<file path="config.mk">
export PLATFORM = sky130hd
export DESIGN_NAME = sprite_alpha_compositor
export DESIGN_NICKNAME = d
export VERILOG_FILES = /design/src/rtl/sac_pkg.sv /design/src/rtl/sprite_alpha_compositor.sv /design/src/rtl/sac_apb_regs.sv /design/src/rtl/sac_pipe_ctl.sv /design/src/rtl/sac_datapath.sv
export SDC_FILE = /design/constraint.sdc
export NUM_CORES = 2
export LEC_CHECK = 0
export ABC_AREA = 1
export BUFFER_PORTS_ARGS = -buffer_cell sky130_fd_sc_hd__buf_2
export CAP_MARGIN = 40
export CORE_AREA = 2 2 278 280
export CTS_BUF_LIST = sky130_fd_sc_hd__clkbuf_4
export DETAILED_ROUTE_END_ITERATION = 8
export DIE_AREA = 0 0 280 282
export GPL_ROUTABILITY_DRIVEN = 0
export PLACE_DENSITY = 0.59
export SLEW_MARGIN = 10
export SYNTH_ARGS = -nofsm -noshare
export SYNTH_HDL_FRONTEND = slang
export SYNTH_SLANG_ARGS = --single-unit
</file>
<file path="constraint.sdc">
create_clock -name i_clk -period 9.5 [get_ports i_clk]
set_input_delay 0.95 -clock i_clk [delete_from_list [all_inputs] [get_ports i_clk]]
set_output_delay 0.95 -clock i_clk [all_outputs]
set_load 0.005 [all_outputs]
</file>
<file path="src/rtl/sac_pkg.sv">
// Shared types and constants for the sprite alpha compositor.
// No dependencies; imported by every module of the block.
`default_nettype none

package sac_pkg;

    localparam int unsigned DEF_MAX_DIM = 512;
    localparam int unsigned DIM_W       = 10;
    localparam int unsigned POS_W       = 11;
    localparam int unsigned PADDR_W     = 5;
    localparam int unsigned PDATA_W     = 32;
    localparam int unsigned IDX_W       = 18;

    typedef enum logic [2:0] {
        REG_FB_WIDTH      = 3'd0,
        REG_FB_HEIGHT     = 3'd1,
        REG_SPRITE_WIDTH  = 3'd2,
        REG_SPRITE_HEIGHT = 3'd3,
        REG_SPRITE_X      = 3'd4,
        REG_SPRITE_Y      = 3'd5,
        REG_BLEND_MODE    = 3'd6,
        REG_FADE_VALUE    = 3'd7
    } t_reg_idx;

    typedef enum logic [1:0] {
        BM_OPAQUE = 2'd0,
        BM_KEY    = 2'd1,
        BM_BLEND  = 2'd2,
        BM_FADE   = 2'd3
    } t_blend_mode;

    localparam logic [DIM_W-1:0] RST_FB_WIDTH      = 10'd400;
    localparam logic [DIM_W-1:0] RST_FB_HEIGHT     = 10'd240;
    localparam logic [DIM_W-1:0] RST_SPRITE_WIDTH  = 10'd1;
    localparam logic [DIM_W-1:0] RST_SPRITE_HEIGHT = 10'd1;
    localparam logic [POS_W-1:0] RST_SPRITE_X      = 11'd0;
    localparam logic [POS_W-1:0] RST_SPRITE_Y      = 11'd0;
    localparam logic [7:0]       RST_FADE_VALUE    = 8'd255;

    typedef struct packed {
        logic [DIM_W-1:0] fb_width;
        logic [DIM_W-1:0] fb_height;
        logic [DIM_W-1:0] sprite_width;
        logic [DIM_W-1:0] sprite_height;
        logic [POS_W-1:0] sprite_x;
        logic [POS_W-1:0] sprite_y;
        t_blend_mode      blend_mode;
        logic [7:0]       fade_value;
    } t_cfg;

    typedef struct packed {
        logic [8:0] col;
        logic [8:0] row;
        logic [7:0] src_c0;
        logic [7:0] src_c1;
        logic [7:0] src_c2;
        logic [7:0] src_alpha;
        logic [7:0] dst_c0;
        logic [7:0] dst_c1;
        logic [7:0] dst_c2;
    } t_in_item;

    typedef struct packed {
        logic             write_enable;
        logic [IDX_W-1:0] fb_addr;
        logic [7:0]       out_c0;
        logic [7:0]       out_c1;
        logic [7:0]       out_c2;
    } t_out_item;

    // Stage load enables from the pipeline control.
    typedef struct packed {
        logic en1;
        logic en2;
        logic en3;
    } t_pipe_en;

endpackage

`default_nettype wire

</file>
<file path="src/rtl/sprite_alpha_compositor.sv">
// Top level of the sprite alpha compositor: APB registers, pipeline control, datapath.
// Depends on sac_pkg, sac_apb_regs, sac_pipe_ctl and sac_datapath.
`default_nettype none

// Per-pixel sprite compositor for a 24-bit framebuffer. Each input transaction
// carries one sprite pixel (column, row, three color bytes, alpha) plus the
// framebuffer color already at that spot; each output transaction carries the
// write enable, the framebuffer pixel index (screen_x + screen_y * fb_width,
// low 18 bits) and the color to store. Pixels outside the sprite size or the
// framebuffer, and zero-alpha pixels in every mode but opaque copy, come out
// with all fields zero. The pipeline is three register stages deep: clip and
// alpha scaling (fade multiply), then the per-channel source and destination
// products and the row-offset multiply, then the per-mode combine into the
// output register. One transaction is accepted per clock while the output
// is not stalled; a result is presented from the output register until it
// is taken. A stalled output only holds the stages that are full, so
// bubbles still fill behind it. Framebuffer width and height saturate at
// MAX_DIM for clipping and addressing.
// Configuration registers sit on the APB port at byte address 4*index; write
// them only while the pipeline is empty. pready is always high.

module sprite_alpha_compositor
    import sac_pkg::*;
#(
    parameter int unsigned MAX_DIM = DEF_MAX_DIM
)(
    input  wire logic               i_clk,
    input  wire logic               i_rst_n,
    // configuration
    input  wire logic               psel,
    input  wire logic               penable,
    input  wire logic               pwrite,
    input  wire logic [PADDR_W-1:0] paddr,
    input  wire logic [PDATA_W-1:0] pwdata,
    output logic      [PDATA_W-1:0] prdata,
    output logic                    pready,
    // pixel input
    input  wire logic               i_in_valid,
    output logic                    o_in_ready,
    input  wire t_in_item           i_in_data,
    // pixel output
    output logic                    o_out_valid,
    input  wire logic               i_out_ready,
    output t_out_item               o_out_data
);

    t_cfg     w_cfg;
    t_pipe_en w_en;

    // Regs; user keeps values stable while transactions are in flight (unenforced).
    sac_apb_regs u_regs (
        .i_clk   (i_clk),
        .i_rst_n (i_rst_n),
        .psel    (psel),
        .penable (penable),
        .pwrite  (pwrite),
        .paddr   (paddr),
        .pwdata  (pwdata),
        .prdata  (prdata),
        .pready  (pready),
        .o_cfg   (w_cfg)
    );

    // Valid bits per stage; advance a stage whenever the one after it can take data.
    sac_pipe_ctl u_ctl (
        .i_clk       (i_clk),
        .i_rst_n     (i_rst_n),
        .i_in_valid  (i_in_valid),
        .i_out_ready (i_out_ready),
        .o_in_ready  (o_in_ready),
        .o_out_valid (o_out_valid),
        .o_en        (w_en)
    );

    // Payload stages; the last stage is the output register.
    sac_datapath #(
        .MAX_DIM (MAX_DIM)
    ) u_dp (
        .i_clk  (i_clk),
        .i_cfg  (w_cfg),
        .i_en   (w_en),
        .i_item (i_in_data),
        .o_item (o_out_data)
    );

endmodule

`default_nettype wire

</file>
<file path="src/rtl/sac_apb_regs.sv">
// APB configuration register file for the sprite alpha compositor.
// Depends on sac_pkg.
`default_nettype none

module sac_apb_regs
    import sac_pkg::*;
(
    input  wire logic               i_clk,
    input  wire logic               i_rst_n,
    input  wire logic               psel,
    input  wire logic               penable,
    input  wire logic               pwrite,
    input  wire logic [PADDR_W-1:0] paddr,
    input  wire logic [PDATA_W-1:0] pwdata,
    output logic      [PDATA_W-1:0] prdata,
    output logic                    pready,
    output t_cfg                    o_cfg
);

    t_cfg     r_cfg;
    t_reg_idx w_idx;
    logic     w_wr;

    assign w_idx  = t_reg_idx'(paddr[PADDR_W-1:2]);
    assign w_wr   = psel && penable && pwrite;
    assign pready = 1'b1;
    assign o_cfg  = r_cfg;

    always_ff @(posedge i_clk) begin
        if (!i_rst_n) begin
            r_cfg.fb_width      <= RST_FB_WIDTH;
            r_cfg.fb_height     <= RST_FB_HEIGHT;
            r_cfg.sprite_width  <= RST_SPRITE_WIDTH;
            r_cfg.sprite_height <= RST_SPRITE_HEIGHT;
            r_cfg.sprite_x      <= RST_SPRITE_X;
            r_cfg.sprite_y      <= RST_SPRITE_Y;
            r_cfg.blend_mode    <= BM_OPAQUE;
            r_cfg.fade_value    <= RST_FADE_VALUE;
        end else if (w_wr) begin
            case (w_idx)
                REG_FB_WIDTH:      r_cfg.fb_width      <= pwdata[DIM_W-1:0];
                REG_FB_HEIGHT:     r_cfg.fb_height     <= pwdata[DIM_W-1:0];
                REG_SPRITE_WIDTH:  r_cfg.sprite_width  <= pwdata[DIM_W-1:0];
                REG_SPRITE_HEIGHT: r_cfg.sprite_height <= pwdata[DIM_W-1:0];
                REG_SPRITE_X:      r_cfg.sprite_x      <= pwdata[POS_W-1:0];
                REG_SPRITE_Y:      r_cfg.sprite_y      <= pwdata[POS_W-1:0];
                REG_BLEND_MODE:    r_cfg.blend_mode    <= t_blend_mode'(pwdata[1:0]);
                REG_FADE_VALUE:    r_cfg.fade_value    <= pwdata[7:0];
                default:           r_cfg               <= r_cfg;
            endcase
        end
    end

    always_comb begin
        case (w_idx)
            REG_FB_WIDTH:      prdata = PDATA_W'(r_cfg.fb_width);
            REG_FB_HEIGHT:     prdata = PDATA_W'(r_cfg.fb_height);
            REG_SPRITE_WIDTH:  prdata = PDATA_W'(r_cfg.sprite_width);
            REG_SPRITE_HEIGHT: prdata = PDATA_W'(r_cfg.sprite_height);
            REG_SPRITE_X:      prdata = PDATA_W'(r_cfg.sprite_x);
            REG_SPRITE_Y:      prdata = PDATA_W'(r_cfg.sprite_y);
            REG_BLEND_MODE:    prdata = PDATA_W'(r_cfg.blend_mode);
            REG_FADE_VALUE:    prdata = PDATA_W'(r_cfg.fade_value);
            default:           prdata = '0;
        endcase
    end

endmodule

`default_nettype wire

</file>
<file path="src/rtl/sac_pipe_ctl.sv">
// Valid tracking and stall control for the three-stage compositor pipeline.
// Depends on sac_pkg.
`default_nettype none

module sac_pipe_ctl
    import sac_pkg::*;
(
    input  wire logic i_clk,
    input  wire logic i_rst_n,
    input  wire logic i_in_valid,
    input  wire logic i_out_ready,
    output logic      o_in_ready,
    output logic      o_out_valid,
    output t_pipe_en  o_en
);

    logic r_vld1, r_vld2, r_vld3;
    logic n_vld1, n_vld2, n_vld3;

    // A stage advances when it is empty or the stage after it advances.
    always_comb begin
        o_en.en3 = !r_vld3 || i_out_ready;
        o_en.en2 = !r_vld2 || o_en.en3;
        o_en.en1 = !r_vld1 || o_en.en2;
        n_vld1   = o_en.en1 ? i_in_valid : r_vld1;
        n_vld2   = o_en.en2 ? r_vld1     : r_vld2;
        n_vld3   = o_en.en3 ? r_vld2     : r_vld3;
    end

    always_ff @(posedge i_clk) begin
        if (!i_rst_n) begin
            r_vld1 <= 1'b0;
            r_vld2 <= 1'b0;
            r_vld3 <= 1'b0;
        end else begin
            r_vld1 <= n_vld1;
            r_vld2 <= n_vld2;
            r_vld3 <= n_vld3;
        end
    end

    assign o_in_ready  = o_en.en1;
    assign o_out_valid = r_vld3;

endmodule

`default_nettype wire

</file>
<file path="src/rtl/sac_datapath.sv">
// Three-stage compositor datapath: clip and alpha scale, multiply, sum and select.
// Depends on sac_pkg; stage enables come from sac_pipe_ctl.
`default_nettype none

module sac_datapath
    import sac_pkg::*;
#(
    parameter int unsigned MAX_DIM = DEF_MAX_DIM
)(
    input  wire logic     i_clk,
    input  wire t_cfg     i_cfg,
    input  wire t_pipe_en i_en,
    input  wire t_in_item i_item,
    output t_out_item     o_item
);

    // Framebuffer dimensions saturate at MAX_DIM; beyond the register range it never bites.
    localparam int unsigned     SAT_DIM   = (MAX_DIM > 1023) ? 1023 : MAX_DIM;
    localparam logic [DIM_W-1:0] SAT_DIM_V = SAT_DIM[DIM_W-1:0];

    logic [DIM_W-1:0] w_fw, w_fh;
    assign w_fw = (i_cfg.fb_width  > SAT_DIM_V) ? SAT_DIM_V : i_cfg.fb_width;
    assign w_fh = (i_cfg.fb_height > SAT_DIM_V) ? SAT_DIM_V : i_cfg.fb_height;

    // ---------------- stage 1: screen position, clip, effective alpha
    logic [POS_W:0]   w_sx, w_sy;
    logic             w_clip_ok, w_we1;
    logic [15:0]      w_fade_prod;
    logic [7:0]       w_ea;

    logic             r_s1_we;
    logic [DIM_W-1:0] r_s1_sx, r_s1_sy;
    logic [7:0]       r_s1_ea;
    logic [7:0]       r_s1_s [3];
    logic [7:0]       r_s1_d [3];

    always_comb begin
        w_sx = {i_cfg.sprite_x[POS_W-1], i_cfg.sprite_x} + {3'b000, i_item.col};
        w_sy = {i_cfg.sprite_y[POS_W-1], i_cfg.sprite_y} + {3'b000, i_item.row};
        w_clip_ok = ({1'b0, i_item.col} < i_cfg.sprite_width)
                 && ({1'b0, i_item.row} < i_cfg.sprite_height)
                 && !w_sx[POS_W] && !w_sy[POS_W]
                 && (w_sx[POS_W-1:0] < {1'b0, w_fw})
                 && (w_sy[POS_W-1:0] < {1'b0, w_fh});
        // Transparent pixels are dropped in every mode but opaque copy.
        w_we1 = w_clip_ok
             && !((i_cfg.blend_mode != BM_OPAQUE) && (i_item.src_alpha == 8'd0));
        w_fade_prod = 16'(i_cfg.fade_value) * 16'(i_item.src_alpha);
        w_ea = (i_cfg.blend_mode == BM_FADE) ? w_fade_prod[15:8] : i_item.src_alpha;
    end

    always_ff @(posedge i_clk) begin
        if (i_en.en1) begin
            r_s1_we   <= w_we1;
            r_s1_sx   <= w_sx[DIM_W-1:0];
            r_s1_sy   <= w_sy[DIM_W-1:0];
            r_s1_ea   <= w_ea;
            r_s1_s[0] <= i_item.src_c0;
            r_s1_s[1] <= i_item.src_c1;
            r_s1_s[2] <= i_item.src_c2;
            r_s1_d[0] <= i_item.dst_c0;
            r_s1_d[1] <= i_item.dst_c1;
            r_s1_d[2] <= i_item.dst_c2;
        end
    end

    // ---------------- stage 2: channel products and row offset
    logic [2*DIM_W-1:0] w_row_off;
    assign w_row_off = (2*DIM_W)'(r_s1_sy) * (2*DIM_W)'(w_fw);

    logic             r_s2_we;
    logic [DIM_W-1:0] r_s2_sx;
    logic [IDX_W-1:0] r_s2_row_off;
    logic [15:0]      r_s2_ps [3];
    logic [15:0]      r_s2_pd [3];
    logic [7:0]       r_s2_s  [3];

    always_ff @(posedge i_clk) begin
        if (i_en.en2) begin
            r_s2_we      <= r_s1_we;
            r_s2_sx      <= r_s1_sx;
            r_s2_row_off <= w_row_off[IDX_W-1:0];
            for (int k = 0; k < 3; k++) begin
                r_s2_ps[k] <= 16'(r_s1_s[k]) * 16'(r_s1_ea);
                r_s2_pd[k] <= 16'(r_s1_d[k]) * 16'(8'd255 - r_s1_ea);
                r_s2_s[k]  <= r_s1_s[k];
            end
        end
    end

    // ---------------- stage 3: combine per mode, zero unwritten pixels
    logic [16:0] w_sum [3];
    logic [7:0]  w_col [3];
    t_out_item   n_out, r_out;

    always_comb begin
        for (int k = 0; k < 3; k++) begin
            w_sum[k] = {1'b0, r_s2_ps[k]} + {1'b0, r_s2_pd[k]};
            case (i_cfg.blend_mode)
                BM_OPAQUE, BM_KEY: w_col[k] = r_s2_s[k];
                BM_BLEND:          w_col[k] = w_sum[k][15:8];
                BM_FADE:           w_col[k] = r_s2_ps[k][15:8] + r_s2_pd[k][15:8];
                default:           w_col[k] = r_s2_s[k];
            endcase
        end
        n_out.write_enable = r_s2_we;
        n_out.fb_addr      = r_s2_we ? (r_s2_row_off + IDX_W'(r_s2_sx)) : '0;
        n_out.out_c0       = r_s2_we ? w_col[0] : 8'd0;
        n_out.out_c1       = r_s2_we ? w_col[1] : 8'd0;
        n_out.out_c2       = r_s2_we ? w_col[2] : 8'd0;
    end

    always_ff @(posedge i_clk) begin
        if (i_en.en3) begin
            r_out <= n_out;
        end
    end

    assign o_item = r_out;

endmodule

`default_nettype wire

</file>
==> out/metrics.csv <==
stage,metric,value,unit
synthesis,synth-async-reset-ratio,0,%
clocking,cts.root.buffer_cell,clkbuf_4,
global_route,grt_max_degree,75,
pwr,netSwitchingFraction,44.59,%
finish,final_area,36890,µm²
sta,period_share,61.07,%
critical_path,cp.arrival,6.41,ns
synthesis,synth_cells,3970,
clocking,clock_latency,0.96,ns
place,dp_hpwl,67050,µm
routing,drcViolationCount,0,
critical_path,critPathRequiredTime,10.11,ns
pwr,p_clk_share,18.0,%
finish,register_area,9579,µm²
sta,setup_viol,0,
finish,fin_util,48.73,%
pwr,vdd_drop_max,0.1167,mV
global_route,grt-ovfl-total,0,
clocking,numCtsBuffers,101,
pwr,power.leakage,19.59,nW
flow_run,drv_cap,0,
routing,wl_per_cell,16.83,µm
synthesis,synth_edf_count,269,
pwr,p_comb_share,54.1,%
sta,fmax,172.4,MHz
routing,drtPass1Iterations,5,
floorplanning,die_w,280,µm
sta,fin_worst_hold_slack,0.2224,ns
finish,num-fill-cells,7340,
routing,wl,87310,µm
finish,area_growth,8.421,%
floorplanning,ioPinCount,196,
synthesis,avgSynthCellArea,8.570,µm²
floorplanning,fp.dieArea,78960,µm²
sta,max_slew_margin,44.71,%
finish,nNetsFinal,4968,
floorplanning,rows,101,
sta,period_minus_slack,5.801,ns
critical_path,start_kind,flip-flop,
synthesis,yosysSeqAreaShare,28.15,%
pwr,p_seq_share,28.0,%
finish,multiInputGateArea,20870,µm²
pwr,p_switching,3.471,mW
place,port_buffers,150,
finish,drive_above_1_share,8.892,%
clocking,post-cts-setup-buffers,0,
place,place_ws,3.802,ns
global_route,antenna_found_initial,2,
routing,drt_first_iter_violations,1641,
clocking,path_clk_slew,0.07,ns
sta,rsz0062_at_grt,no,
sta,layout_setup_ws,3.699,ns
routing,ant_nets,0,
hold_path,min_path_type,input port to flip-flop,
floorplanning,start_util,44.95,%
clocking,cts.path.max_buffers,3,
clocking,cts_max_level,3,
finish,layout.cells.most_common_list,"804 x nand2_1, 779 x inv_1, 399 x ha_1",
pwr,p_int,4.314,mW
sta,maxSlewViolCount,0,
clocking,cts_hold_buf,0,
sta,hold_violations,0,
critical_path,worstSetupEndpointType,flip-flop,
status,status,"complete, no violations",
clocking,cts_resized,0,
sta,worst_clock_skew,0.1093,ns
clocking,clock_sinks,344,
place,placed_area,35640,µm²
sta,tightest_slew,0.8270,ns
synthesis,synthDistinctLibCells,52,
global_route,grt_use_total,22.62,%
synthesis,synthesis.area,34020,µm²
synthesis,ys.flop_type,edfxtp_1,
global_route,grt_pass1_wl,139500,µm
clocking,cts_tree,yes,
synthesis,synth-seq-cells,344,
routing,via_per_inst,5.088,
routing,vias,26390,
global_route,grt_pass1_vias,26390,
critical_path,cp_max_fo,11,
floorplanning,core-area,75700,µm²
finish,layout_commonest_cell,nand2_1,
sta,final.setup.tns,0,ns
critical_path,critical_path_class,flip-flop to flip-flop,
synthesis,yosys_warnings,0,
pwr,p_per_area,211.0,nW/µm²
floorplanning,die_h,282,µm
## synthesized netlist by cell type, types with 21 or more instances
| master | n | area (µm²) |
|---|---|---|
| ha_1 | 399 | 4992 |
| xor2_1 | 92 | 805.8 |
| nand4_1 | 25 | 156.4 |
| edfxtp_1 | 269 | 8078 |
| nor2_1 | 293 | 1100 |
| a21oi_1 | 251 | 1256 |
| fa_1 | 318 | 6366 |
| nand3_1 | 124 | 620.6 |
| clkbuf_1 | 69 | 259.0 |
| dfxtp_1 | 75 | 1501 |
| o21ai_0 | 160 | 800.8 |
| xnor2_1 | 29 | 254.0 |
| inv_1 | 780 | 2928 |
| nor3_1 | 22 | 110.1 |
| a31oi_1 | 21 | 131.4 |
| buf_4 | 25 | 187.7 |
| nand2_1 | 806 | 3025 |
## through the flow
step / std cells / power, mW
after floorplan: 3990 / 5.390
after global placement: 5006 / 6.378
after detailed placement: 5008 / 6.417
after CTS: 5184 / 7.874
after global routing: 5186 / 8.618
final: 5186 / 7.785
## flip-flops by register name, summed over array words and instances (netlist names), 18 cells and up
| signal | cells |
|---|---|
| u_dp.r_s2_row_off | 18 |
| u_dp.r_s2_ps | 48 |
| u_dp.r_s1_d | 24 |
| u_dp.r_s2_s | 24 |
| u_dp.o_item | 43 |
| u_dp.r_s1_s | 24 |
| u_dp.r_s2_pd | 48 |
| u_regs.o_cfg | 72 |
## metal layers
metal  global-route usage (%)  share of wire [%]  wire length (µm)  vias up
met3                    3.629                5.9              5146      157
met4                    8.296                3.4              2939        0
li1                         -                  -                 -    12960
met2                    36.69                 46             39810      702
met1                    30.59                 45             39410    12570
met5                        0                  0                 0        -
## worst max-delay path: stages (launching register included)
cell and delay [ns]:
dfxtp_1 0.62, clkinv_1 0.38, a21oi_2 0.39, nor2_1 0.20
inv_1 0.26, nor2_1 0.10, fa_1 0.54, inv_1 0.06
fa_1 0.49, fa_1 0.49, inv_1 0.05, fa_1 0.44
ha_1 0.29, ha_1 0.37, a21o_1 0.23, nand3_1 0.06
nand2_1 0.08, a21oi_1 0.20, o21ai_0 0.13, xor2_1 0.15
## logic make-up (layout without fill, tap and decap cells)
| family | count (synthesis) | in the layout | share of synthesized area (%) |
|---|---|---|---|
| flip-flops | 344 | 344 | 28.15 |
| adder cells (fa/ha/maj) | 717 | 717 | 33.38 |
| other | 2 | 24 | 0.02207 |
| buffers and inverters | 932 | 1148 | 10.75 |
| AO/OA/AOI/OAI | 538 | 538 | 8.789 |
| AND/OR/NAND/NOR | 1316 | 1316 | 15.78 |
| XOR/XNOR | 121 | 121 | 3.115 |
## final cells by class
cell class	instances	area share, %
Tap cell	978	3.317
Antenna cell	2	0.01357
Inverter	800	8.154
Multi-Input combinational cell	2714	56.59
Clock buffer	139	2.829
Timing Repair Buffer	172	2.591
Clock inverter	37	0.5427
Sequential cell	344	25.97
## power by group through the flow
stage / Clock [mW] / Sequential, mW / Combinational, mW
final: 1.40 / 2.18 / 4.21
after floorplan: 0 / 2.11 / 3.28
after global routing: 1.52 / 2.20 / 4.90
after detailed placement: 0 / 2.21 / 4.21
after CTS: 1.45 / 2.18 / 4.24
after global placement: 0 / 2.21 / 4.17
## worst paths after layout
| kind | start | to | slack [ns] | depth (start not counted) |
|---|---|---|---|---|
| hold reg to reg | u_dp.r_s1_sx[6] | u_dp.r_s2_sx[6] | 0.41 | 0 |
| setup reg to reg | u_regs.o_cfg[71] | u_dp.r_s2_row_off[15] | 3.70 | 19 |
| setup / recovery | u_regs.o_cfg[71] | u_dp.r_s2_row_off[15] | 3.70 | 19 |
| hold / removal | i_in_data[44] | u_dp.r_s1_s[0][12] | 0.22 | 1 |
Power figures use the tool's default switching activity.
